===== src/sv/pcbd_pkg.sv =====
package pcbd_pkg;

    localparam int MAX_PULSES = 16;

    localparam int SHUT_W   = 12;
    localparam int TICK_W   = 8;
    localparam int BRIGHT_W = 8;
    localparam int CNT_W    = 12;
    localparam int PULSE_W  = 5;
    localparam int CFG_IDX_W  = 2;
    localparam int CFG_DATA_W = 12;

    localparam int BRIGHT_MAX = 100;
    // width of clamped brightness times MAX_PULSES
    localparam int PROD_W = $clog2(BRIGHT_MAX * MAX_PULSES + 1);

    localparam logic [CFG_IDX_W-1:0] REG_SHUTDOWN   = 2'd0;
    localparam logic [CFG_IDX_W-1:0] REG_FIRST_HIGH = 2'd1;
    localparam logic [CFG_IDX_W-1:0] REG_HIGH       = 2'd2;
    localparam logic [CFG_IDX_W-1:0] REG_LOW        = 2'd3;

    localparam logic CMD_TICK = 1'b0;
    localparam logic CMD_SET  = 1'b1;

    localparam logic [1:0] PH_IDLE     = 2'd0;
    localparam logic [1:0] PH_SHUTDOWN = 2'd1;
    localparam logic [1:0] PH_LOW      = 2'd2;
    localparam logic [1:0] PH_HIGH     = 2'd3;

    localparam logic [SHUT_W-1:0] SHUT_RST       = SHUT_W'(2600);
    localparam logic [TICK_W-1:0] FIRST_HIGH_RST = TICK_W'(20);
    localparam logic [TICK_W-1:0] HIGH_RST       = TICK_W'(1);
    localparam logic [TICK_W-1:0] LOW_RST        = TICK_W'(1);

    typedef struct packed {
        logic [SHUT_W-1:0] shutdown;
        logic [TICK_W-1:0] first_high;
        logic [TICK_W-1:0] high;
        logic [TICK_W-1:0] low;
    } t_cfg;

    typedef struct packed {
        logic pin;
        logic busy;
    } t_status;

endpackage


===== src/sv/pcbd_seq.sv =====
module pcbd_seq
    import pcbd_pkg::*;
(
    input  logic                i_clk,
    input  logic                i_rst_n,
    input  logic                i_step,
    input  logic                i_command,
    input  logic [BRIGHT_W-1:0] i_brightness,
    input  t_cfg                i_cfg,
    output t_status             o_cur,
    output t_status             o_next
);

    logic [1:0]         r_phase,   n_phase;
    logic [CNT_W-1:0]   r_cnt,     n_cnt;
    logic [PULSE_W-1:0] r_pulses,  n_pulses;
    logic               r_first,   n_first;
    logic               r_pin,     n_pin;

    logic [BRIGHT_W-1:0] clamped;
    logic [PROD_W-1:0]   prod;
    logic [PULSE_W-1:0]  ceil_q;
    logic [PULSE_W-1:0]  set_pulses;
    logic [PULSE_W-1:0]  base_pulses;
    logic [PULSE_W-1:0]  dec_pulses;
    logic [CNT_W-1:0]    dec_cnt;
    logic [TICK_W-1:0]   high_sel;
    logic [CNT_W-1:0]    low_len;
    logic [CNT_W-1:0]    high_len;

    // ceil(b * MAX_PULSES / 100) as a count of exceeded thresholds; the compares
    // form a thermometer code, so the highest one exceeded gives the count
    always_comb begin
        clamped = (i_brightness > BRIGHT_W'(BRIGHT_MAX)) ? BRIGHT_W'(BRIGHT_MAX) : i_brightness;
        prod    = PROD_W'(clamped) * PROD_W'(MAX_PULSES);
        ceil_q  = '0;
        for (int k = 0; k < MAX_PULSES; k++) begin
            if (prod > PROD_W'(k * BRIGHT_MAX)) begin
                ceil_q = PULSE_W'(k + 1);
            end
        end
        set_pulses = (ceil_q == '0) ? '0 : PULSE_W'(MAX_PULSES + 1) - ceil_q;
    end

    always_comb begin
        high_sel = r_first ? i_cfg.first_high : i_cfg.high;
        low_len  = (i_cfg.low == '0) ? CNT_W'(1) : CNT_W'(i_cfg.low);
        high_len = (high_sel == '0) ? CNT_W'(1) : CNT_W'(high_sel);
        dec_cnt  = (r_cnt != '0) ? r_cnt - CNT_W'(1) : r_cnt;

        n_phase  = r_phase;
        n_cnt    = r_cnt;
        n_pulses = r_pulses;
        n_first  = r_first;
        n_pin    = r_pin;

        base_pulses = (i_command == CMD_SET) ? set_pulses : r_pulses;
        dec_pulses  = r_pulses - PULSE_W'(1);

        if (i_step) begin
            if (i_command == CMD_SET) begin
                n_pulses = set_pulses;
                n_first  = 1'b1;
                n_pin    = 1'b0;
                if (i_cfg.shutdown == '0) begin
                    if (base_pulses == '0) begin
                        n_phase = PH_IDLE;
                        n_cnt   = '0;
                    end else begin
                        n_phase = PH_LOW;
                        n_cnt   = low_len;
                    end
                end else begin
                    n_phase = PH_SHUTDOWN;
                    n_cnt   = i_cfg.shutdown;
                end
            end else if (r_phase != PH_IDLE) begin
                n_cnt = dec_cnt;
                if (dec_cnt == '0) begin
                    unique case (r_phase)
                        PH_SHUTDOWN: begin
                            if (r_pulses == '0) begin
                                n_phase = PH_IDLE;
                                n_pin   = 1'b0;
                                n_cnt   = '0;
                            end else begin
                                n_phase = PH_LOW;
                                n_pin   = 1'b0;
                                n_cnt   = low_len;
                            end
                        end
                        PH_LOW: begin
                            n_phase = PH_HIGH;
                            n_pin   = 1'b1;
                            n_cnt   = high_len;
                            n_first = 1'b0;
                        end
                        PH_HIGH: begin
                            n_pulses = dec_pulses;
                            if (dec_pulses == '0) begin
                                n_phase = PH_IDLE;
                                n_pin   = 1'b1;
                                n_cnt   = '0;
                            end else begin
                                n_phase = PH_LOW;
                                n_pin   = 1'b0;
                                n_cnt   = low_len;
                            end
                        end
                        default: begin
                            n_phase = r_phase;
                        end
                    endcase
                end
            end
        end
    end

    always_ff @(posedge i_clk) begin
        if (!i_rst_n) begin
            r_phase  <= PH_IDLE;
            r_cnt    <= '0;
            r_pulses <= '0;
            r_first  <= 1'b1;
            r_pin    <= 1'b0;
        end else begin
            r_phase  <= n_phase;
            r_cnt    <= n_cnt;
            r_pulses <= n_pulses;
            r_first  <= n_first;
            r_pin    <= n_pin;
        end
    end

    assign o_cur.pin   = r_pin;
    assign o_cur.busy  = (r_phase != PH_IDLE);
    assign o_next.pin  = n_pin;
    assign o_next.busy = (n_phase != PH_IDLE);

endmodule


===== src/sv/pulse_count_backlight_dimmer.sv =====
// Enable-pin sequencer for a pulse-counting LED driver. Each input transaction is
// either a one-microsecond tick (tuser = 0) or a brightness set (tuser = 1, percent in
// tdata, clamped to 100). A set drives the pin low for shutdown_ticks ticks, then emits
// 16 - ceil(b*16/100) + 1 low/high pulses (none for brightness 0, pin left low) and
// leaves the pin high. Every input transaction yields exactly one output transaction
// carrying the pin level and a busy flag. One transaction per clock while the output
// is not stalled: the state update is a single registered step and the output register
// is refilled whenever it is empty or being drained. Config writes are accepted at once.
module pulse_count_backlight_dimmer
    import pcbd_pkg::*;
(
    input  logic                  i_clk,
    input  logic                  i_rst_n,
    // config write
    input  logic                  i_cfg_valid,
    output logic                  o_cfg_ready,
    input  logic [CFG_IDX_W-1:0]  i_cfg_index,
    input  logic [CFG_DATA_W-1:0] i_cfg_data,
    // input stream
    input  logic                  s_axis_tvalid,
    output logic                  s_axis_tready,
    input  logic [7:0]            s_axis_tdata,   // [7:0] brightness
    input  logic                  s_axis_tuser,   // [0] command
    // output stream
    output logic                  m_axis_tvalid,
    input  logic                  m_axis_tready,
    output logic [7:0]            m_axis_tdata    // [0] pin_level, [1] busy_res, [7:2] zero
);

    t_cfg    r_cfg;
    t_status cur_st;
    t_status next_st;
    logic    r_m_valid;
    t_status r_m_data;
    logic    s_accept;

    assign o_cfg_ready   = 1'b1;
    assign s_axis_tready = !r_m_valid || m_axis_tready;
    assign s_accept      = s_axis_tvalid && s_axis_tready;

    always_ff @(posedge i_clk) begin
        if (!i_rst_n) begin
            r_cfg.shutdown   <= SHUT_RST;
            r_cfg.first_high <= FIRST_HIGH_RST;
            r_cfg.high       <= HIGH_RST;
            r_cfg.low        <= LOW_RST;
        end else if (i_cfg_valid) begin
            unique case (i_cfg_index)
                REG_SHUTDOWN:   r_cfg.shutdown   <= i_cfg_data[SHUT_W-1:0];
                REG_FIRST_HIGH: r_cfg.first_high <= i_cfg_data[TICK_W-1:0];
                REG_HIGH:       r_cfg.high       <= i_cfg_data[TICK_W-1:0];
                REG_LOW:        r_cfg.low        <= i_cfg_data[TICK_W-1:0];
                default:        r_cfg            <= r_cfg;
            endcase
        end
    end

    pcbd_seq u_seq (
        .i_clk        (i_clk),
        .i_rst_n      (i_rst_n),
        .i_step       (s_accept),
        .i_command    (s_axis_tuser),
        .i_brightness (s_axis_tdata[BRIGHT_W-1:0]),
        .i_cfg        (r_cfg),
        .o_cur        (cur_st),
        .o_next       (next_st)
    );

    always_ff @(posedge i_clk) begin
        if (!i_rst_n) begin
            r_m_valid <= 1'b0;
        end else if (s_accept) begin
            r_m_valid <= 1'b1;
        end else if (m_axis_tready) begin
            r_m_valid <= 1'b0;
        end
    end

    always_ff @(posedge i_clk) begin
        if (s_accept) begin
            r_m_data <= next_st;
        end
    end

    assign m_axis_tvalid = r_m_valid;
    assign m_axis_tdata  = {6'b0, r_m_data.busy, r_m_data.pin};

    // a set with a nonzero shutdown time always reports busy
    a_set_busy: assert property (@(posedge i_clk) disable iff (!i_rst_n)
        s_accept && s_axis_tuser == CMD_SET && r_cfg.shutdown != '0 |=> m_axis_tdata[1])
        else $error("set with shutdown time did not report busy");

    // brightness zero never raises the pin on the set transaction
    a_zero_low: assert property (@(posedge i_clk) disable iff (!i_rst_n)
        s_accept && s_axis_tuser == CMD_SET && s_axis_tdata == 8'd0 |=> !m_axis_tdata[0])
        else $error("brightness zero drove the pin high");

    // a tick while idle leaves the pin and busy flag alone
    a_idle_tick: assert property (@(posedge i_clk) disable iff (!i_rst_n)
        s_accept && s_axis_tuser == CMD_TICK && !cur_st.busy
        |=> m_axis_tdata[0] == $past(cur_st.pin) && !m_axis_tdata[1])
        else $error("idle tick changed the pin state");

endmodule


===== config.mk =====
export PLATFORM = sky130hd
export DESIGN_NAME = pulse_count_backlight_dimmer
export DESIGN_NICKNAME = d
export VERILOG_FILES = /design/src/sv/pcbd_pkg.sv /design/src/sv/pcbd_seq.sv /design/src/sv/pulse_count_backlight_dimmer.sv
export SDC_FILE = /design/constraint.sdc
export NUM_CORES = 1
export LEC_CHECK = 0
export BUFFER_PORTS_ARGS = -buffer_cell sky130_fd_sc_hd__buf_2
export CAP_MARGIN = 20
export CORE_MARGIN = 4
export CORE_UTILIZATION = 50
export DETAILED_ROUTE_END_ITERATION = 16
export GPL_TIMING_DRIVEN = 0
export HOLD_SLACK_MARGIN = 0.02
export PLACE_DENSITY_LB_ADDON = 0.1
export SLEW_MARGIN = 20
export SYNTH_ARGS = -nofsm -noshare
export SYNTH_HDL_FRONTEND = slang
export SYNTH_SLANG_ARGS = --single-unit

===== constraint.sdc =====
create_clock -name i_clk -period 3.5 [get_ports i_clk]
set_input_delay 1.05 -clock i_clk [delete_from_list [all_inputs] [get_ports i_clk]]
set_output_delay 1.05 -clock i_clk [all_outputs]
set_load 0.02 [all_outputs]

==> run metrics <==
Critical Path AT=roughly 3.6 ns; drt total wl=roughly 11000 µm; via count=~4300; ys async rst share=0%; Post-synth EDFFs=2; Synth Area in Compound Gates=around a quarter; gpl congestion=~0.96; Setup crit start kind=input port; clock latency on the worst-skew pair=between 0.3 and 0.4 ns; slew margin rel.=a little under three fifths; Die ar.=0.00961 mm²; share of layout cells above drive strength 1=between 10% and 20%; total grt overflow=0; most common cell after layout, fill and taps aside=nand2_1; CTS tree=built; post-synthesis mux area share=~4.5%; Unique masters post-synth=73; WS Path Type=in -> reg; synthesized flop and latch total=60; chip width=about 98 µm; Gate power share=~25%; hold_buf cts=0; clock-pin transition on the worst setup and hold timing paths=about 0.070 ns; Layout Cells excl Fill=712; Clk pwr share=34.8%; Post-DP HPWL=roughly 8600 µm; CTS root buffer=clkbuf_8; largest net degree at the start of global routing=12; Mapped Area=0.00405 mm²; Crit path max-delay family=compound AO/OA/AOI/OAI gates; Max stage delay on crit path=between 0.3 and 0.4 ns; initial antenna violation count=0; Synth Area in XOR/XNOR=less than 1%; fin crit share=95.5%; Placed Instance Area=about 0.0043 mm²; # H-tree levels=3; Worst EP required=about 3.7 ns; pre-CTS setup slack=-0.530 ns; Reg power frac=roughly 40%; Final Total Pwr=1.89 mW; fin area=roughly 0.0046 mm²; Power Density=411 mW/mm²; final core occ=58.9%; outcome=finished clean; NetSw=0.611 mW; worst path cell trace=buf_2 -> clkbuf_2 -> o31a_1 -> o21a_1 -> or3_1 -> o211ai_1 -> ha_1 -> nor2_1 -> nand4_1 -> o21ai_2 -> a21oi_4 -> a221oi_1 -> o21ai_1; Fmax achieved=299 MHz; core outline area=0.00781 mm²; Post-DRT Antenna Nets=0; Hold Vio Cnt, Final=0; largest family of logic cells by synthesized area=simple AND/OR/NAND/NOR gates; Final min period=approximately 3.3 ns; drc violations=0; maxcap violations=0; clock tree buffer depth=2; Slew @ Worst Pin=around 0.65 ns; CTS Buf Count=9; Synth Area per Inst=~7.2 µm²; Synth Area in Simple Gates=between 30% and 40%; Post-Synth Adder-Cell Area=roughly 1.9%; Die Y=about 98 µm; wire per inst=16.1 µm; most frequent cells in the layout=nand2_1 (111), a21oi_1 (59), dfxtp_1 (58), nor2_1 (34), buf_2 (33); Critical Path Fanout Max=10; ant diodes=0; Buffers on Ports=29; unrepaired setup endpoints after global routing=true; final layout net count=roughly 640; Switching Share=between 30% and 40%; cells after synthesis=between 500 and 600; fill cell count=a little under 800; initial drt markers=about 340; DP Cell Count=just under 700; Post-CTS Setup Repair Bufs=0; First-pass DRT Iterations=5; IO Pins=39; number of setup violations in the final report=0; Synthesis Warnings=0; gr usage total=a little under a quarter; Critical-path top delay cell=or3_1; Num Clock Sinks=60; fin. max-slew vios=0; final worst slack=between 0.15 and 0.2 ns; Initial Util=around half; Buf+Inv Stages, Crit Path=2; vias in the first global route=between 3000 and 4000; Leak=around 1.8 nW; Worst Hold Class=reg -> reg; internal power=~1.3 mW; Layout area overhead=13.4%; Avg Vias per Cell=roughly 6; # rows=32; global-route wire length before repair=about 19000 µm; Max IR drop VDD=between 0.2 and 0.25 mV; Layout Skew=roughly 0.0070 ns; sequential fraction of the synthesis area=30.1%; Most used DFF post-synth=dfxtp_1; crit end category=flop
==> cell families after synthesis <==
logic type / Yosys count
adders and majority gates: 6
buffers and inverters: 65
AOI/OAI and AO/OA: 156
DFF: 60
muxes: 18
other: 2
xor gates and xnor gates: 4
and+or+nand+nor: 249
==> metrics by stage <==
step | hold WS, ns | TNS (ns)
finish | 0.462 | 0
global route | 0.478 | 0
CTS | 0.460 | 0
detailed placement | 0.451 | -3.03
global placement | 0.449 | -2.77
floorplan | 0.436 | 0
==> timing repair <==
action                     in CTS  in global routing
pin swaps                       0                  2
gates resized for setup         3                 13
setup endpoints to repair       4                 10
gates cloned                    0                  0
==> cell type report <==
cell class	count	area (µm²)	area share, %
well taps	102	128	2.78
multi-input cells	440	2590	56.4
inverters	17	63.8	1.39
plain buffers	48	235	5.12
repair buffers	29	145	3.16
flip-flops and latches	60	1220	26.6
clock buffers	10	149	3.24
clock inverters	6	61.3	1.33
==> path summary, 6_finish.rpt <==
kind	end	cells past startpoint	from	slack [ns]
hold reg to reg	r_cfg[23]	2	r_cfg[23]	0.46
setup / recovery	u_seq.r_cnt[7]	13	s_axis_tdata[3]	0.16
setup reg to reg	u_seq.r_pulses[0]	11	u_seq.r_cnt[0]	0.36
hold / removal	r_cfg[23]	2	r_cfg[23]	0.46
==> cell usage after synthesis (6+ instances only) <==
| cell type | number | share of area, % |
|---|---|---|
| dfxtp_1 | 58 | 29 |
| nand3_1 | 18 | 2.2 |
| clkbuf_1 | 32 | 3.0 |
| a21oi_1 | 59 | 7.3 |
| nor2_1 | 35 | 3.2 |
| a31oi_1 | 10 | 1.5 |
| o21ai_0 | 27 | 3.3 |
| nor4_1 | 11 | 1.7 |
| buf_4 | 8 | 1.5 |
| a211oi_1 | 9 | 1.7 |
| nand2_1 | 111 | 10 |
| nor3b_1 | 8 | 1.5 |
| nand2b_1 | 7 | 1.1 |
| ha_1 | 6 | 1.9 |
| nor3_1 | 14 | 1.7 |
| mux2i_1 | 16 | 4.0 |
| inv_1 | 17 | 1.6 |
==> flip-flops by register name (all words and copies together), names as in the netlist <==
register / flops
m_axis_tdata: 2
m_axis_tvalid: 1
u_seq.r_cnt: 12
u_seq.r_phase: 2
r_cfg: 36
u_seq.r_pulses: 5
u_seq.r_pin: 1
u_seq.r_first: 1
==> power groups by stage <==
stage | Clock, mW | Combinational [mW] | Sequential, mW
floorplan | 0 | 0.344 | 0.765
global placement | 0 | 0.452 | 0.772
detailed placement | 0 | 0.458 | 0.774
CTS | 0.665 | 0.462 | 0.758
global route | 0.701 | 0.521 | 0.764
finish | 0.657 | 0.472 | 0.759
==> worst reg2reg max path: cells and delay by family (launching register included) <==
kind | cells | cell delay [ns]
adder cells (fa/ha/maj) | 1 | 0.25
flip-flops | 1 | 0.30
buffers and inverters | 2 | 0.37
AO/OA/AOI/OAI | 4 | 1.16
AND/OR/NAND/NOR | 4 | 0.94
==> per-layer routing <==
layer  part of all wire [%]  global-route usage [%]  vias to the layer above
li1                       -                       -                     2095
met4                    2.8                    8.73                        0
met5                      0                       0                        -
met3                    6.8                    4.36                       32
met1                     46                    32.7                     1960
met2                     45                    36.7                      164
No activity file was read; power rests on OpenSTA's default activity.
